[config.mk]
export PLATFORM = sky130hd
export DESIGN_NAME = two_beam_direction_counter_top
export DESIGN_NICKNAME = d
export VERILOG_FILES = /design/src/sv/tbdc_pkg.sv /design/src/sv/tbdc_channel.sv /design/src/sv/two_beam_direction_counter_top.sv
export SDC_FILE = /design/constraint.sdc
export NUM_CORES = 2
export LEC_CHECK = 0
export BUFFER_PORTS_ARGS = -buffer_cell sky130_fd_sc_hd__buf_4
export CAP_MARGIN = 30
export CELL_PAD_IN_SITES_DETAIL_PLACEMENT = 1
export CELL_PAD_IN_SITES_GLOBAL_PLACEMENT = 2
export CORE_MARGIN = 5
export CORE_UTILIZATION = 41
export CTS_BUF_LIST = sky130_fd_sc_hd__clkbuf_16
export DETAILED_ROUTE_END_ITERATION = 6
export PLACE_DENSITY = 0.8
export SLEW_MARGIN = 20
export SYNTH_ARGS = -nofsm -noshare
export SYNTH_HDL_FRONTEND = slang
export SYNTH_SLANG_ARGS = --single-unit
[constraint.sdc]
create_clock -name clk_i -period 14.5 [get_ports clk_i]
set_input_delay 1.45 -clock clk_i [delete_from_list [all_inputs] [get_ports clk_i]]
set_output_delay 1.45 -clock clk_i [all_outputs]
set_load 0.01 [all_outputs]
[src/sv/tbdc_pkg.sv]
// Shared types and constants of the two-beam direction counter.
// Holds edge and event codes, register indexes, reset values and the channel status type.
// No dependencies.
package tbdc_pkg;

  localparam int ThrBits  = 10;
  localparam int TickBits = 8;
  localparam int MinBits  = 16;
  localparam int CfgIdxBits  = 3;
  localparam int CfgDataBits = 16;
  localparam int PulseOutBits = 32;
  localparam int CountBits = 8;

  localparam logic [ThrBits-1:0]  HighThrReset = 10'd640;
  localparam logic [ThrBits-1:0]  LowThrReset  = 10'd384;
  localparam logic [TickBits-1:0] TickMsReset  = 8'd5;
  localparam logic [MinBits-1:0]  MinPulseReset = 16'd100;
  localparam logic [CountBits-1:0] CountMax = 8'd255;

  typedef enum logic [CfgIdxBits-1:0] {
    CFG_CH1_HIGH = 3'd0,
    CFG_CH1_LOW  = 3'd1,
    CFG_CH2_HIGH = 3'd2,
    CFG_CH2_LOW  = 3'd3,
    CFG_TICK_MS  = 3'd4,
    CFG_MIN_MS   = 3'd5
  } cfg_idx_e;

  typedef enum logic [1:0] {
    EDGE_NONE = 2'd0,
    EDGE_FALL = 2'd1,
    EDGE_RISE = 2'd2
  } edge_e;

  typedef enum logic [2:0] {
    EV_NONE    = 3'd0,
    EV_BOARD   = 3'd1,
    EV_ALIGHT  = 3'd2,
    EV_REFUSED = 3'd3,
    EV_SHORT   = 3'd4
  } event_e;

  typedef struct packed {
    edge_e kind;
    logic  done;
  } ch_status_t;

endpackage

[src/sv/tbdc_channel.sv]
// One beam channel: hysteresis edge detection, edge time stamps and pulse forming.
// Depends on tbdc_pkg.
module tbdc_channel #(
  parameter int SAMPLE_BITS = 10,
  parameter int TIME_BITS   = 32
) (
  input  logic                        clk_i,
  input  logic                        rst_ni,
  input  logic                        step_i,
  input  logic                        primed_i,
  input  logic [SAMPLE_BITS-1:0]      sample_i,
  input  logic [tbdc_pkg::ThrBits-1:0]  high_thr_i,
  input  logic [tbdc_pkg::ThrBits-1:0]  low_thr_i,
  input  logic [tbdc_pkg::TickBits-1:0] tick_ms_i,
  input  logic [TIME_BITS-1:0]        stamp_i,
  output tbdc_pkg::ch_status_t        status_o,
  output logic [TIME_BITS-1:0]        width_o,
  output logic [TIME_BITS-1:0]        start_o
);

  localparam int CmpW = (SAMPLE_BITS > tbdc_pkg::ThrBits) ? SAMPLE_BITS : tbdc_pkg::ThrBits;

  logic [SAMPLE_BITS-1:0] prev_q, prev_d;
  logic [TIME_BITS-1:0]   fall_q, fall_d, rise_q, rise_d;
  logic                   fall_seen_q, fall_seen_d, rise_seen_q, rise_seen_d;

  logic [CmpW-1:0] cur, prev, hi, lo;
  logic            active, outside, is_fall, is_rise, done;
  logic [TIME_BITS-1:0] diff;
  logic [TIME_BITS+tbdc_pkg::TickBits-1:0] prod;

  assign cur  = CmpW'(sample_i);
  assign prev = CmpW'(prev_q);
  assign hi   = CmpW'(high_thr_i);
  assign lo   = CmpW'(low_thr_i);

  assign active  = step_i && primed_i;
  assign outside = (cur > hi) || (cur < lo);
  assign is_fall = active && (cur < lo) && (prev > hi);
  assign is_rise = active && (cur > hi) && (prev < lo);

  assign fall_d = is_fall ? stamp_i : fall_q;
  assign rise_d = is_rise ? stamp_i : rise_q;

  // Both edges seen on an outside-band tick form a pulse and re-arm the channel.
  assign done = active && outside && (fall_seen_q || is_fall) && (rise_seen_q || is_rise);
  assign fall_seen_d = done ? 1'b0 : (fall_seen_q || is_fall);
  assign rise_seen_d = done ? 1'b0 : (rise_seen_q || is_rise);

  always_comb begin
    prev_d = prev_q;
    if (step_i && (!primed_i || outside)) begin
      prev_d = sample_i;
    end
  end

  assign diff = rise_d - fall_d;
  assign prod = diff * tick_ms_i;
  assign width_o = prod[TIME_BITS-1:0];
  assign start_o = fall_d;

  always_comb begin
    status_o.kind = tbdc_pkg::EDGE_NONE;
    if (is_rise) begin
      status_o.kind = tbdc_pkg::EDGE_RISE;
    end else if (is_fall) begin
      status_o.kind = tbdc_pkg::EDGE_FALL;
    end
    status_o.done = done;
  end

  always_ff @(posedge clk_i or negedge rst_ni) begin
    if (!rst_ni) begin
      prev_q      <= '0;
      fall_q      <= '0;
      rise_q      <= '0;
      fall_seen_q <= 1'b0;
      rise_seen_q <= 1'b0;
    end else if (step_i) begin
      prev_q      <= prev_d;
      fall_q      <= fall_d;
      rise_q      <= rise_d;
      fall_seen_q <= fall_seen_d;
      rise_seen_q <= rise_seen_d;
    end
  end

  // A pulse is formed in the same beat that completes it, so both flags never linger.
  a_seen_not_both: assert property (@(posedge clk_i) disable iff (!rst_ni)
    !(fall_seen_q && rise_seen_q))
    else $error("channel holds both edges without forming a pulse");

  a_done_outside: assert property (@(posedge clk_i) disable iff (!rst_ni)
    done |-> (step_i && primed_i && outside))
    else $error("pulse formed on an inactive or in-band beat");

endmodule

[src/sv/two_beam_direction_counter_top.sv]
// Top level of the two-beam direction counter: input register, two channels,
// pair judgment, occupancy count and output register. Depends on tbdc_pkg and tbdc_channel.
//
//  channel | handshake              | payload
//  --------+------------------------+---------------------------------------------
//  input   | in_valid_i / in_ready_o | sample_ch1_i, sample_ch2_i
//  output  | out_valid_o/out_ready_i | ch1/ch2_edge_o, ch1/ch2_pulse_ms_o,
//          |                        | event_res_o, passenger_count_o
//  config  | cfg_we_i               | cfg_index_i, cfg_data_i
//
// One beat is accepted per cycle unless the output stalls; it waits in the input register,
// is judged by logic whose depth is set by the width multiply and the minimum-width
// compare, and its result goes to the output register. Reset clears flow, edge and count
// state and loads config defaults; the first beat after reset only primes the previous
// samples. A stalled output holds its result while the input register takes one more beat.
module two_beam_direction_counter_top #(
  parameter int SAMPLE_BITS = 10,
  parameter int TIME_BITS   = 32
) (
  input  logic                           clk_i,
  input  logic                           rst_ni,
  input  logic                           cfg_we_i,
  input  logic [tbdc_pkg::CfgIdxBits-1:0]  cfg_index_i,
  input  logic [tbdc_pkg::CfgDataBits-1:0] cfg_data_i,
  input  logic                           in_valid_i,
  output logic                           in_ready_o,
  input  logic [SAMPLE_BITS-1:0]         sample_ch1_i,
  input  logic [SAMPLE_BITS-1:0]         sample_ch2_i,
  output logic                           out_valid_o,
  input  logic                           out_ready_i,
  output logic [1:0]                     ch1_edge_o,
  output logic [1:0]                     ch2_edge_o,
  output logic [tbdc_pkg::PulseOutBits-1:0] ch1_pulse_ms_o,
  output logic [tbdc_pkg::PulseOutBits-1:0] ch2_pulse_ms_o,
  output logic [2:0]                     event_res_o,
  output logic [tbdc_pkg::CountBits-1:0] passenger_count_o
);

  // Configuration registers.
  logic [tbdc_pkg::ThrBits-1:0]  hi1_q, lo1_q, hi2_q, lo2_q;
  logic [tbdc_pkg::TickBits-1:0] tick_ms_q;
  logic [tbdc_pkg::MinBits-1:0]  min_ms_q;

  always_ff @(posedge clk_i or negedge rst_ni) begin
    if (!rst_ni) begin
      hi1_q     <= tbdc_pkg::HighThrReset;
      lo1_q     <= tbdc_pkg::LowThrReset;
      hi2_q     <= tbdc_pkg::HighThrReset;
      lo2_q     <= tbdc_pkg::LowThrReset;
      tick_ms_q <= tbdc_pkg::TickMsReset;
      min_ms_q  <= tbdc_pkg::MinPulseReset;
    end else if (cfg_we_i) begin
      unique case (cfg_index_i)
        tbdc_pkg::CFG_CH1_HIGH: hi1_q     <= cfg_data_i[tbdc_pkg::ThrBits-1:0];
        tbdc_pkg::CFG_CH1_LOW:  lo1_q     <= cfg_data_i[tbdc_pkg::ThrBits-1:0];
        tbdc_pkg::CFG_CH2_HIGH: hi2_q     <= cfg_data_i[tbdc_pkg::ThrBits-1:0];
        tbdc_pkg::CFG_CH2_LOW:  lo2_q     <= cfg_data_i[tbdc_pkg::ThrBits-1:0];
        tbdc_pkg::CFG_TICK_MS:  tick_ms_q <= cfg_data_i[tbdc_pkg::TickBits-1:0];
        tbdc_pkg::CFG_MIN_MS:   min_ms_q  <= cfg_data_i[tbdc_pkg::MinBits-1:0];
        default: ;
      endcase
    end
  end

  // Input register and stage flow.
  logic                   in_full_q;
  logic [SAMPLE_BITS-1:0] s1_q, s2_q;
  logic                   advance, step;

  assign advance    = !out_valid_o || out_ready_i;
  assign step       = in_full_q && advance;
  assign in_ready_o = !in_full_q || advance;

  always_ff @(posedge clk_i or negedge rst_ni) begin
    if (!rst_ni) begin
      in_full_q <= 1'b0;
    end else if (in_valid_i && in_ready_o) begin
      in_full_q <= 1'b1;
    end else if (step) begin
      in_full_q <= 1'b0;
    end
  end

  always_ff @(posedge clk_i) begin
    if (in_valid_i && in_ready_o) begin
      s1_q <= sample_ch1_i;
      s2_q <= sample_ch2_i;
    end
  end

  // Tick stamp and priming.
  logic [TIME_BITS-1:0] tick_q, stamp;
  logic                 primed_q;

  assign stamp = tick_q + TIME_BITS'(1);

  always_ff @(posedge clk_i or negedge rst_ni) begin
    if (!rst_ni) begin
      tick_q   <= '0;
      primed_q <= 1'b0;
    end else if (step) begin
      tick_q   <= stamp;
      primed_q <= 1'b1;
    end
  end

  // Channels.
  tbdc_pkg::ch_status_t st1, st2;
  logic [TIME_BITS-1:0] w1, w2, start1, start2;

  tbdc_channel #(.SAMPLE_BITS(SAMPLE_BITS), .TIME_BITS(TIME_BITS)) u_ch1 (
    .clk_i, .rst_ni,
    .step_i(step), .primed_i(primed_q), .sample_i(s1_q),
    .high_thr_i(hi1_q), .low_thr_i(lo1_q), .tick_ms_i(tick_ms_q), .stamp_i(stamp),
    .status_o(st1), .width_o(w1), .start_o(start1)
  );

  tbdc_channel #(.SAMPLE_BITS(SAMPLE_BITS), .TIME_BITS(TIME_BITS)) u_ch2 (
    .clk_i, .rst_ni,
    .step_i(step), .primed_i(primed_q), .sample_i(s2_q),
    .high_thr_i(hi2_q), .low_thr_i(lo2_q), .tick_ms_i(tick_ms_q), .stamp_i(stamp),
    .status_o(st2), .width_o(w2), .start_o(start2)
  );

  // Pair judgment.
  logic [TIME_BITS-1:0] len_q [2];
  logic [TIME_BITS-1:0] len_d [2];
  logic [TIME_BITS-1:0] pstart_q [2];
  logic [TIME_BITS-1:0] pstart_d [2];
  logic [TIME_BITS-1:0] min_ext, dstart;
  logic [tbdc_pkg::CountBits-1:0] occ_q, occ_d;
  tbdc_pkg::event_e     event_d;

  assign min_ext = TIME_BITS'(min_ms_q);

  always_comb begin
    len_d[0]    = st1.done ? w1 : len_q[0];
    len_d[1]    = st2.done ? w2 : len_q[1];
    pstart_d[0] = st1.done ? start1 : pstart_q[0];
    pstart_d[1] = st2.done ? start2 : pstart_q[1];
    dstart      = pstart_d[0] - pstart_d[1];
    occ_d       = occ_q;
    event_d     = tbdc_pkg::EV_NONE;
    if (primed_q && (len_d[0] != '0) && (len_d[1] != '0)) begin
      if ((len_d[0] > min_ext) && (len_d[1] > min_ext)) begin
        // Channel two broken first means the person walked in.
        if ((dstart != '0) && !dstart[TIME_BITS-1]) begin
          event_d = tbdc_pkg::EV_BOARD;
          if (occ_q != tbdc_pkg::CountMax) begin
            occ_d = occ_q + 1'b1;
          end
        end else if (occ_q != '0) begin
          event_d = tbdc_pkg::EV_ALIGHT;
          occ_d   = occ_q - 1'b1;
        end else begin
          event_d = tbdc_pkg::EV_REFUSED;
        end
      end else begin
        event_d = tbdc_pkg::EV_SHORT;
      end
      len_d[0] = '0;
      len_d[1] = '0;
    end
  end

  always_ff @(posedge clk_i or negedge rst_ni) begin
    if (!rst_ni) begin
      len_q[0]    <= '0;
      len_q[1]    <= '0;
      pstart_q[0] <= '0;
      pstart_q[1] <= '0;
      occ_q       <= '0;
    end else if (step) begin
      len_q[0]    <= len_d[0];
      len_q[1]    <= len_d[1];
      pstart_q[0] <= pstart_d[0];
      pstart_q[1] <= pstart_d[1];
      occ_q       <= occ_d;
    end
  end

  // Output register.
  logic [63:0] w1_ext, w2_ext;

  assign w1_ext = st1.done ? 64'(w1) : 64'd0;
  assign w2_ext = st2.done ? 64'(w2) : 64'd0;

  always_ff @(posedge clk_i or negedge rst_ni) begin
    if (!rst_ni) begin
      out_valid_o <= 1'b0;
    end else if (advance) begin
      out_valid_o <= in_full_q;
    end
  end

  always_ff @(posedge clk_i) begin
    if (step) begin
      ch1_edge_o        <= st1.kind;
      ch2_edge_o        <= st2.kind;
      ch1_pulse_ms_o    <= w1_ext[tbdc_pkg::PulseOutBits-1:0];
      ch2_pulse_ms_o    <= w2_ext[tbdc_pkg::PulseOutBits-1:0];
      event_res_o       <= event_d;
      passenger_count_o <= occ_d;
    end
  end

  a_len_not_both: assert property (@(posedge clk_i) disable iff (!rst_ni)
    !((len_q[0] != '0) && (len_q[1] != '0)))
    else $error("two held pulses were left unjudged");

  a_occ_step: assert property (@(posedge clk_i) disable iff (!rst_ni)
    (occ_q != $past(occ_q)) |->
      ((occ_q == $past(occ_q) + 1'b1) || (occ_q == $past(occ_q) - 1'b1)))
    else $error("occupancy moved by more than one");

  a_board_count: assert property (@(posedge clk_i) disable iff (!rst_ni)
    (out_valid_o && (event_res_o == tbdc_pkg::EV_BOARD)) |-> (passenger_count_o != '0))
    else $error("boarding reported with an empty count");

  a_refused_zero: assert property (@(posedge clk_i) disable iff (!rst_ni)
    (out_valid_o && (event_res_o == tbdc_pkg::EV_REFUSED)) |-> (passenger_count_o == '0))
    else $error("refused alighting reported with a nonzero count");

endmodule
# ---- Word level (Yosys, flattened, before mapping)
# Cells that the tools add are included.
dict set report op_classes {
  n_addsub 6
  multipliers 2
  magnitude_cmp 10
  eq_ne 6
  n_mux 25
  bitwise 2
  n_reduce_logical 53
}
# op count
set op_table {}
lappend op_table {{2-to-1 mux 32 bit} 8}
lappend op_table {{nonzero test 32 bit} 3}
lappend op_table {{subtractor 32 bit} 3}
lappend op_table {{> comparator 32 x 16 -> 1 bit} 2}
lappend op_table {{multiplier 32 x 8 -> 32 bit} 2}
lappend op_table {{2-to-1 mux 64 bit} 1}
lappend op_table {{> comparator 10 bit} 4}
lappend op_table {{less-than comparator 10 bit} 4}
lappend op_table {{2-to-1 mux 8 bit} 5}
lappend op_table {{adder 32 x 1 -> 32 bit (second input constant)} 1}
lappend op_table {{logical AND 1 bit} 23}
lappend op_table {{AND reduction 2 bit} 9}
lappend op_table {{logical OR 1 bit} 10}
lappend op_table {{2-to-1 mux 1 bit} 9}
lappend op_table {{adder 8 x 1 -> 8 bit (second input constant)} 1}
lappend op_table {{inequality test 8 bit (second input constant)} 1}
lappend op_table {{nonzero test 8 bit} 1}
lappend op_table {{subtractor 8 x 1 -> 8 bit (second input constant)} 1}
lappend op_table {{equality test 3 x 2 -> 1 bit (second input constant)} 2}
lappend op_table {{equality test 3 bit (second input constant)} 2}
lappend op_table {{zero test 1 bit} 4}
lappend op_table {{equality test 3 x 1 -> 1 bit (second input constant)} 1}
lappend op_table {{zero test 3 bit} 1}
lappend op_table {{2-to-1 mux 3 bit} 1}
lappend op_table {{4 further kinds} 5}
dict set report word_totals {
  register_bits 486
  in_bits 44
  elab_cells 139
}

# ---- Longest topological paths before layout
dict set report depth {
  depth_word 16
  ltp_mapped 51
}

# ---- By module
# Synthesis repeated with hierarchy kept, for this count alone.
dict set report hier_totals {
  cells_unflattened 4574
  hier_area_um2 42712.2
}
# module n_inst cells_each area_each_um2 seq_area_each_um2
set modules_own_cells {}
lappend modules_own_cells {two_beam_direction_counter_top 1 1604 17489.3 8869.8}
lappend modules_own_cells {{tbdc_channel (u_ch1)} 1 1479 12824.8 1901.8}
lappend modules_own_cells {{tbdc_channel (u_ch2)} 1 1491 12398.1 1901.8}

# ---- Worst setup path after synthesis
# OpenSTA, ideal clock, no wires.
dict set report synth_timing {
  path_type {input to register}
  from {input port out_ready_i}
  to {register len_q[23] (netlist name)}
  setup_time_ns 0.078
  arrival_time_ns 10.720
  required_time_ns 14.422
  slack_ns 3.702
  path_stages 44
  cell_sequence {nand2b_1 -> nand3_1 -> inv_1 -> nand2_1 -> or3_1 -> buf_2 -> inv_1 -> clkbuf_1 -> clkbuf_1 -> nor2_1 -> a21oi_1 -> ha_1 -> clkbuf_1 -> a21o_1 -> a221oi_1 -> nand2_1 -> o31a_1 -> a211o_1 -> [... 8 more ...] -> inv_1 -> ha_1 -> o21ai_0 -> o21ai_0 -> a21o_1 -> a221oi_1 -> nand2_1 -> o221ai_1 -> xor2_1 -> nor2_1 -> a21oi_1 -> nand4_1 -> or4_4 -> or3_4 -> o21a_4 -> o21ai_4 -> buf_6 -> o2bb2ai_1}
}
dict set report synth_via {
  elab_chain_cells 13
  elab_cells_between_ends 36
  classes_between {2 x add/sub; 2 x mul; 7 x mux; 25 x reduce/logical}
}
# item line
set synth_rtl {}
lappend synth_rtl {{start, declared} two_beam_direction_counter_top.sv:30} ;# input logic out_ready_i,
lappend synth_rtl {{logical OR 1 bit} two_beam_direction_counter_top.sv:70} ;# assign advance = !out_valid_o || out_ready_i;
lappend synth_rtl {{logical AND 1 bit} two_beam_direction_counter_top.sv:71} ;# assign step = in_full_q && advance;
lappend synth_rtl {{logical AND 1 bit} tbdc_channel.sv:37} ;# assign active = step_i && primed_i;
lappend synth_rtl {{logical AND 1 bit (2 in series)} tbdc_channel.sv:40} ;# assign is_rise = active && (cur > hi) && (prev < lo);
lappend synth_rtl {{2-to-1 mux 32 bit} tbdc_channel.sv:43} ;# assign rise_d = is_rise ? stamp_i : rise_q;
lappend synth_rtl {{via u_ch1.rise_d[10]} tbdc_channel.sv:24} ;# logic [TIME_BITS-1:0] fall_q, fall_d, rise_q, rise_d;
lappend synth_rtl {{subtractor 32 bit} tbdc_channel.sv:57} ;# assign diff = rise_d - fall_d;
lappend synth_rtl {{multiplier 32 x 8 -> 32 bit} tbdc_channel.sv:58} ;# assign prod = diff * tick_ms_i;
lappend synth_rtl {{2-to-1 mux 32 bit} two_beam_direction_counter_top.sv:137} ;# len_d[0] = st1.done ? w1 : len_q[0];
lappend synth_rtl {{nonzero test 32 bit} two_beam_direction_counter_top.sv:144} ;# if (primed_q && (len_d[0] != '0) && (len_d[1] != '0)) begin
lappend synth_rtl {{logical AND 1 bit (2 in series)} two_beam_direction_counter_top.sv:144}
lappend synth_rtl {{2-to-1 mux 64 bit} two_beam_direction_counter_top.sv:144}
lappend synth_rtl {{end, declared} two_beam_direction_counter_top.sv:126} ;# logic [TIME_BITS-1:0] len_q [2];
# The timed path passes the listed nets, and every way through them passes these cells.
# A chain may end at the register's enable or synchronous reset.

# ---- Final worst setup path
dict set report layout_timing {
  from {register lo1_q[8] (netlist name)}
  to {register len_q[22] (netlist name)}
}
dict set report layout_via {
  elab_chain_cells 11
  elab_cells_between_ends 20
  classes_between {1 x add/sub; 1 x mul; 2 x order compare; 4 x mux; 12 x reduce/logical}
}
# item line
set layout_rtl {}
lappend layout_rtl {{start, declared} two_beam_direction_counter_top.sv:40} ;# logic [tbdc_pkg::ThrBits-1:0] hi1_q, lo1_q, hi2_q, lo2_q;
lappend layout_rtl {{start signal, assigned} two_beam_direction_counter_top.sv:47} ;# lo1_q <= tbdc_pkg::LowThrReset;
lappend layout_rtl {{start signal, assigned} two_beam_direction_counter_top.sv:55} ;# tbdc_pkg::CFG_CH1_LOW: lo1_q <= cfg_data_i[tbdc_pkg::ThrBits-1:0];
lappend layout_rtl {{less-than comparator 10 bit} {tbdc_channel.sv:38, tbdc_channel.sv:39}}
lappend layout_rtl {{logical AND 1 bit (2 in series)} tbdc_channel.sv:39} ;# assign is_fall = active && (cur < lo) && (prev > hi);
lappend layout_rtl {{2-to-1 mux 32 bit or logical OR 1 bit (tied branches)} {tbdc_channel.sv:42, tbdc_channel.sv:46}}
lappend layout_rtl {{subtractor 32 bit or logical AND 1 bit (tied branches)} {tbdc_channel.sv:57, tbdc_channel.sv:46}}
lappend layout_rtl {{multiplier 32 x 8 -> 32 bit or logical AND 1 bit (tied branches)} {tbdc_channel.sv:58, tbdc_channel.sv:46}}
lappend layout_rtl {{2-to-1 mux 32 bit *} two_beam_direction_counter_top.sv:137}
lappend layout_rtl {{nonzero test 32 bit *} two_beam_direction_counter_top.sv:144}
lappend layout_rtl {{logical AND 1 bit * (2 in series)} two_beam_direction_counter_top.sv:144}
lappend layout_rtl {{2-to-1 mux 64 bit *} two_beam_direction_counter_top.sv:144}
# Every way passes the cells marked *; elsewhere a longest branch is shown, timed or not.

==> metrics.txt <==
CTS sink cnt=486; GRT overflow=0; Die H=327.3 um; Synth area leaders=dfrtp_1 23%, fa_1 15%, ha_1 8.6%; H-tree lvl count=2; cell seen most often among critical-path stages=fa_1; TritonCTS clock tree=built; Worst Path Max Fanout=68; First-pass DRT Iterations=6; GRT Total Usage=23.84%; count leader, synth=inv_1; # nets final=5,211; delay-heaviest family, CP=compound AO/OA/AOI/OAI gates; Seq cells post-synth=486; WL/cell=21.70 um; max_cap viols=0; Critical Path End Type=flop; Synth cell types=88; DIE AREA=0.1071 mm^2; FP Rows=116; prevailing post-synth register cell=dfrtp_1; I/O Pins=125; register area=0.01267 mm^2; leading area contributor after synthesis=dfrtp_1; run status=complete, no violations; core outline area=0.1000 mm^2; clock latency on the worst-skew pair=700 ps; Iteration-0 DRC Markers=1,936; Worst Path Required=15,110 ps; HPWL after DPL=99.08 mm; footprint of the multi-input gates=0.02608 mm^2; Synth top area share=22.67%; EDFF count, synth=99; post-synthesis cell area=0.04128 mm^2; Slew Limit Fails=0; DIE WIDTH=327.3 um; CTS buffer count=60; async set or reset register ratio after synthesis=79.63%; vias in the first global route=34,590; worst slew pin tran=1015 ps; fmax=80.93 MHz; clk slew on worst S/H paths=60 ps; layout cells sized above 1=8.772%; fin util=45.89%; commonest cells in the netlist=519 x inv_1, 389 x nand2_1, 375 x and2_1, 374 x dfrtp_1, 353 x a21oi_1; critical path class=reg2reg; Arrival @ worst endpoint=12,970 ps; setup total negative slack=0 ps; number of antenna violations at the first check in global routing=0; CP max-delay cell=a211oi_1; largest net degree at the start of global routing=93; Root Buffer=clkbuf_16; Placer Congestion=0.8645; Post-Syn Area per Cell=9.225 um^2; Cell Count Post-Placement=5,795; syn_nets=5,119; antenna-violating nets left=0; YS warnings=0; # setup viols final=0; Post-CTS Resized=0; global-route wire length before repair=202.6 mm; final wirelength=128.3 mm; fin cells=5,915; part of the Yosys area used for sequential elements=30.70%; Rel. slew slack=32.09%; drt drc=0; post-CTS setup buffers=0; final hold vios=0; Initial Util=41.28%; Min-Delay Path Class=reg2reg; period utilization=85.22%; total number of vias=32,610; Vias per Instance=5.513; Worst setup SP type=flop; ANT cells=0; max incr delay on CP=770 ps; Layout area overhead=11.16%; cells after synthesis=4,475; RSZ-0062 raised after global routing=no; fillcell total=11,470; Min Clock Period, post-route=12,360 ps; Max Clock Skew=68.37 ps; CP Buf/Inv Count=5; # port buffers=124; maximum clock path buffer count=3; # hold bufs at CTS=0
==> per-layer routing <==
metal / share of wire, % / vias up / global-route usage (%)
met1: 48 / 16700 / 34.13
met5: 0 / - / 0
li1: - / 15290 / -
met3: 2.8 / 133 / 2.130
met2: 46 / 494 / 39.10
met4: 2.6 / 0 / 6.439
==> logic make-up (layout without fill, tap and decap cells) <==
family                     Yosys count  after routing  share of synthesized area, %
DFF                                486            486                         30.70
buffers and inverters              692            834                         6.383
adders and majority gates          600            600                         23.91
AOI/OAI and AO/OA                 1017           1017                         15.29
muxes                               78             78                         2.082
xor gates and xnor gates           198            198                         4.367
and+or+nand+nor                   1404           1404                         17.26
==> path summary, 6_finish.rpt <==
kind | from | endpoint | slack [ps] | cells past startpoint
setup / recovery | lo1_q[8]$_DFFE_PN1P_ | len_q[22]$_DFFE_PN0P_ | 2140 | 41
hold / removal | pstart_q[1]$_DFFE_PN0P_ | pstart_q[1]$_DFFE_PN0P_ | 470 | 2
setup reg to reg | lo1_q[8]$_DFFE_PN1P_ | len_q[22]$_DFFE_PN0P_ | 2140 | 41
hold reg to reg | pstart_q[1]$_DFFE_PN0P_ | pstart_q[1]$_DFFE_PN0P_ | 470 | 2
max in group asynchronous | rst_ni | occ_q[1]$_DFFE_PN0P_ | 11620 | 4
min in group asynchronous | rst_ni | hi1_q[8]$_DFFE_PN0P_ | 740 | 1
==> per-stage QoR <==
| stage | setup slack, ps | hold slack [ps] | instance area, um^2 |
|---|---|---|---|
| floorplan | 3702 | 438.7 | 41280 |
| global placement | 1757 | 450.6 | 43780 |
| detailed placement | 1539 | 459.1 | 43840 |
| CTS | 1990 | 472.2 | 45780 |
| global route | 1512 | 485.4 | 45890 |
| finish | 2143 | 470.1 | 45890 |
==> state kept, by name, indices dropped and copies added (netlist names), 8 cells and up <==
signal             cells
tick_q                32
lo2_q                 10
u_ch1.rise_q          32
len_q                 64
min_ms_q              16
lo1_q                 10
passenger_count_o      8
s1_q                  10
u_ch1.fall_q          32
occ_q                  8
s2_q                  10
u_ch2.fall_q          32
tick_ms_q              8
u_ch2.prev            10
hi2_q                 10
hi1_q                 10
ch2_pulse_ms_o        32
u_ch1.prev            10
pstart_q              64
ch1_pulse_ms_o        32
u_ch2.rise_q          32
==> area by class of cell <==
class / count / share of cell area [%]
tap: 1298 / 3.539
multi-input combinational: 3297 / 56.82
clock buffer: 61 / 3.326
clock inverter: 51 / 0.8889
sequential: 486 / 27.62
inverter: 519 / 4.256
timing repair buffer: 203 / 3.547
==> worst register-to-register path: cells and delay by family, from the launching register on <==
family / cells / cell delay, ps
AOI/OAI and AO/OA: 14 / 3840
adders and majority gates: 7 / 3010
and+or+nand+nor: 12 / 2930
buffers and inverters: 5 / 760
xor gates and xnor gates: 2 / 650
muxes: 1 / 590
DFF: 1 / 510
==> layout by cell type, fill, tap and decap left out, types with 32 or more instances in the layout <==
cell       synthesis  routed
inv_1            519     530
nand2_1          389     388
and2_1           375     375
dfrtp_1          374     373
a21oi_1          353     353
fa_1             315     315
ha_1             285     285
nor2_1           258     258
o21ai_0          255     255
buf_4              2     193
xnor2_1          123     123
a21o_1           101     101
edfxtp_1          99      99
nand3_1           81      81
xor2_1            70      70
mux2_2            63      63
nor2b_1           63      62
clkbuf_16          0      61
nor3_1            43      42
and3_1            39      39
nand4_1           38      38
o21a_1            33      33
nand2b_1          32      32
a211oi_1          32      32
Power is not shown: default switching activity piles up to over one toggle a cycle in this logic, so the estimate is an artifact.
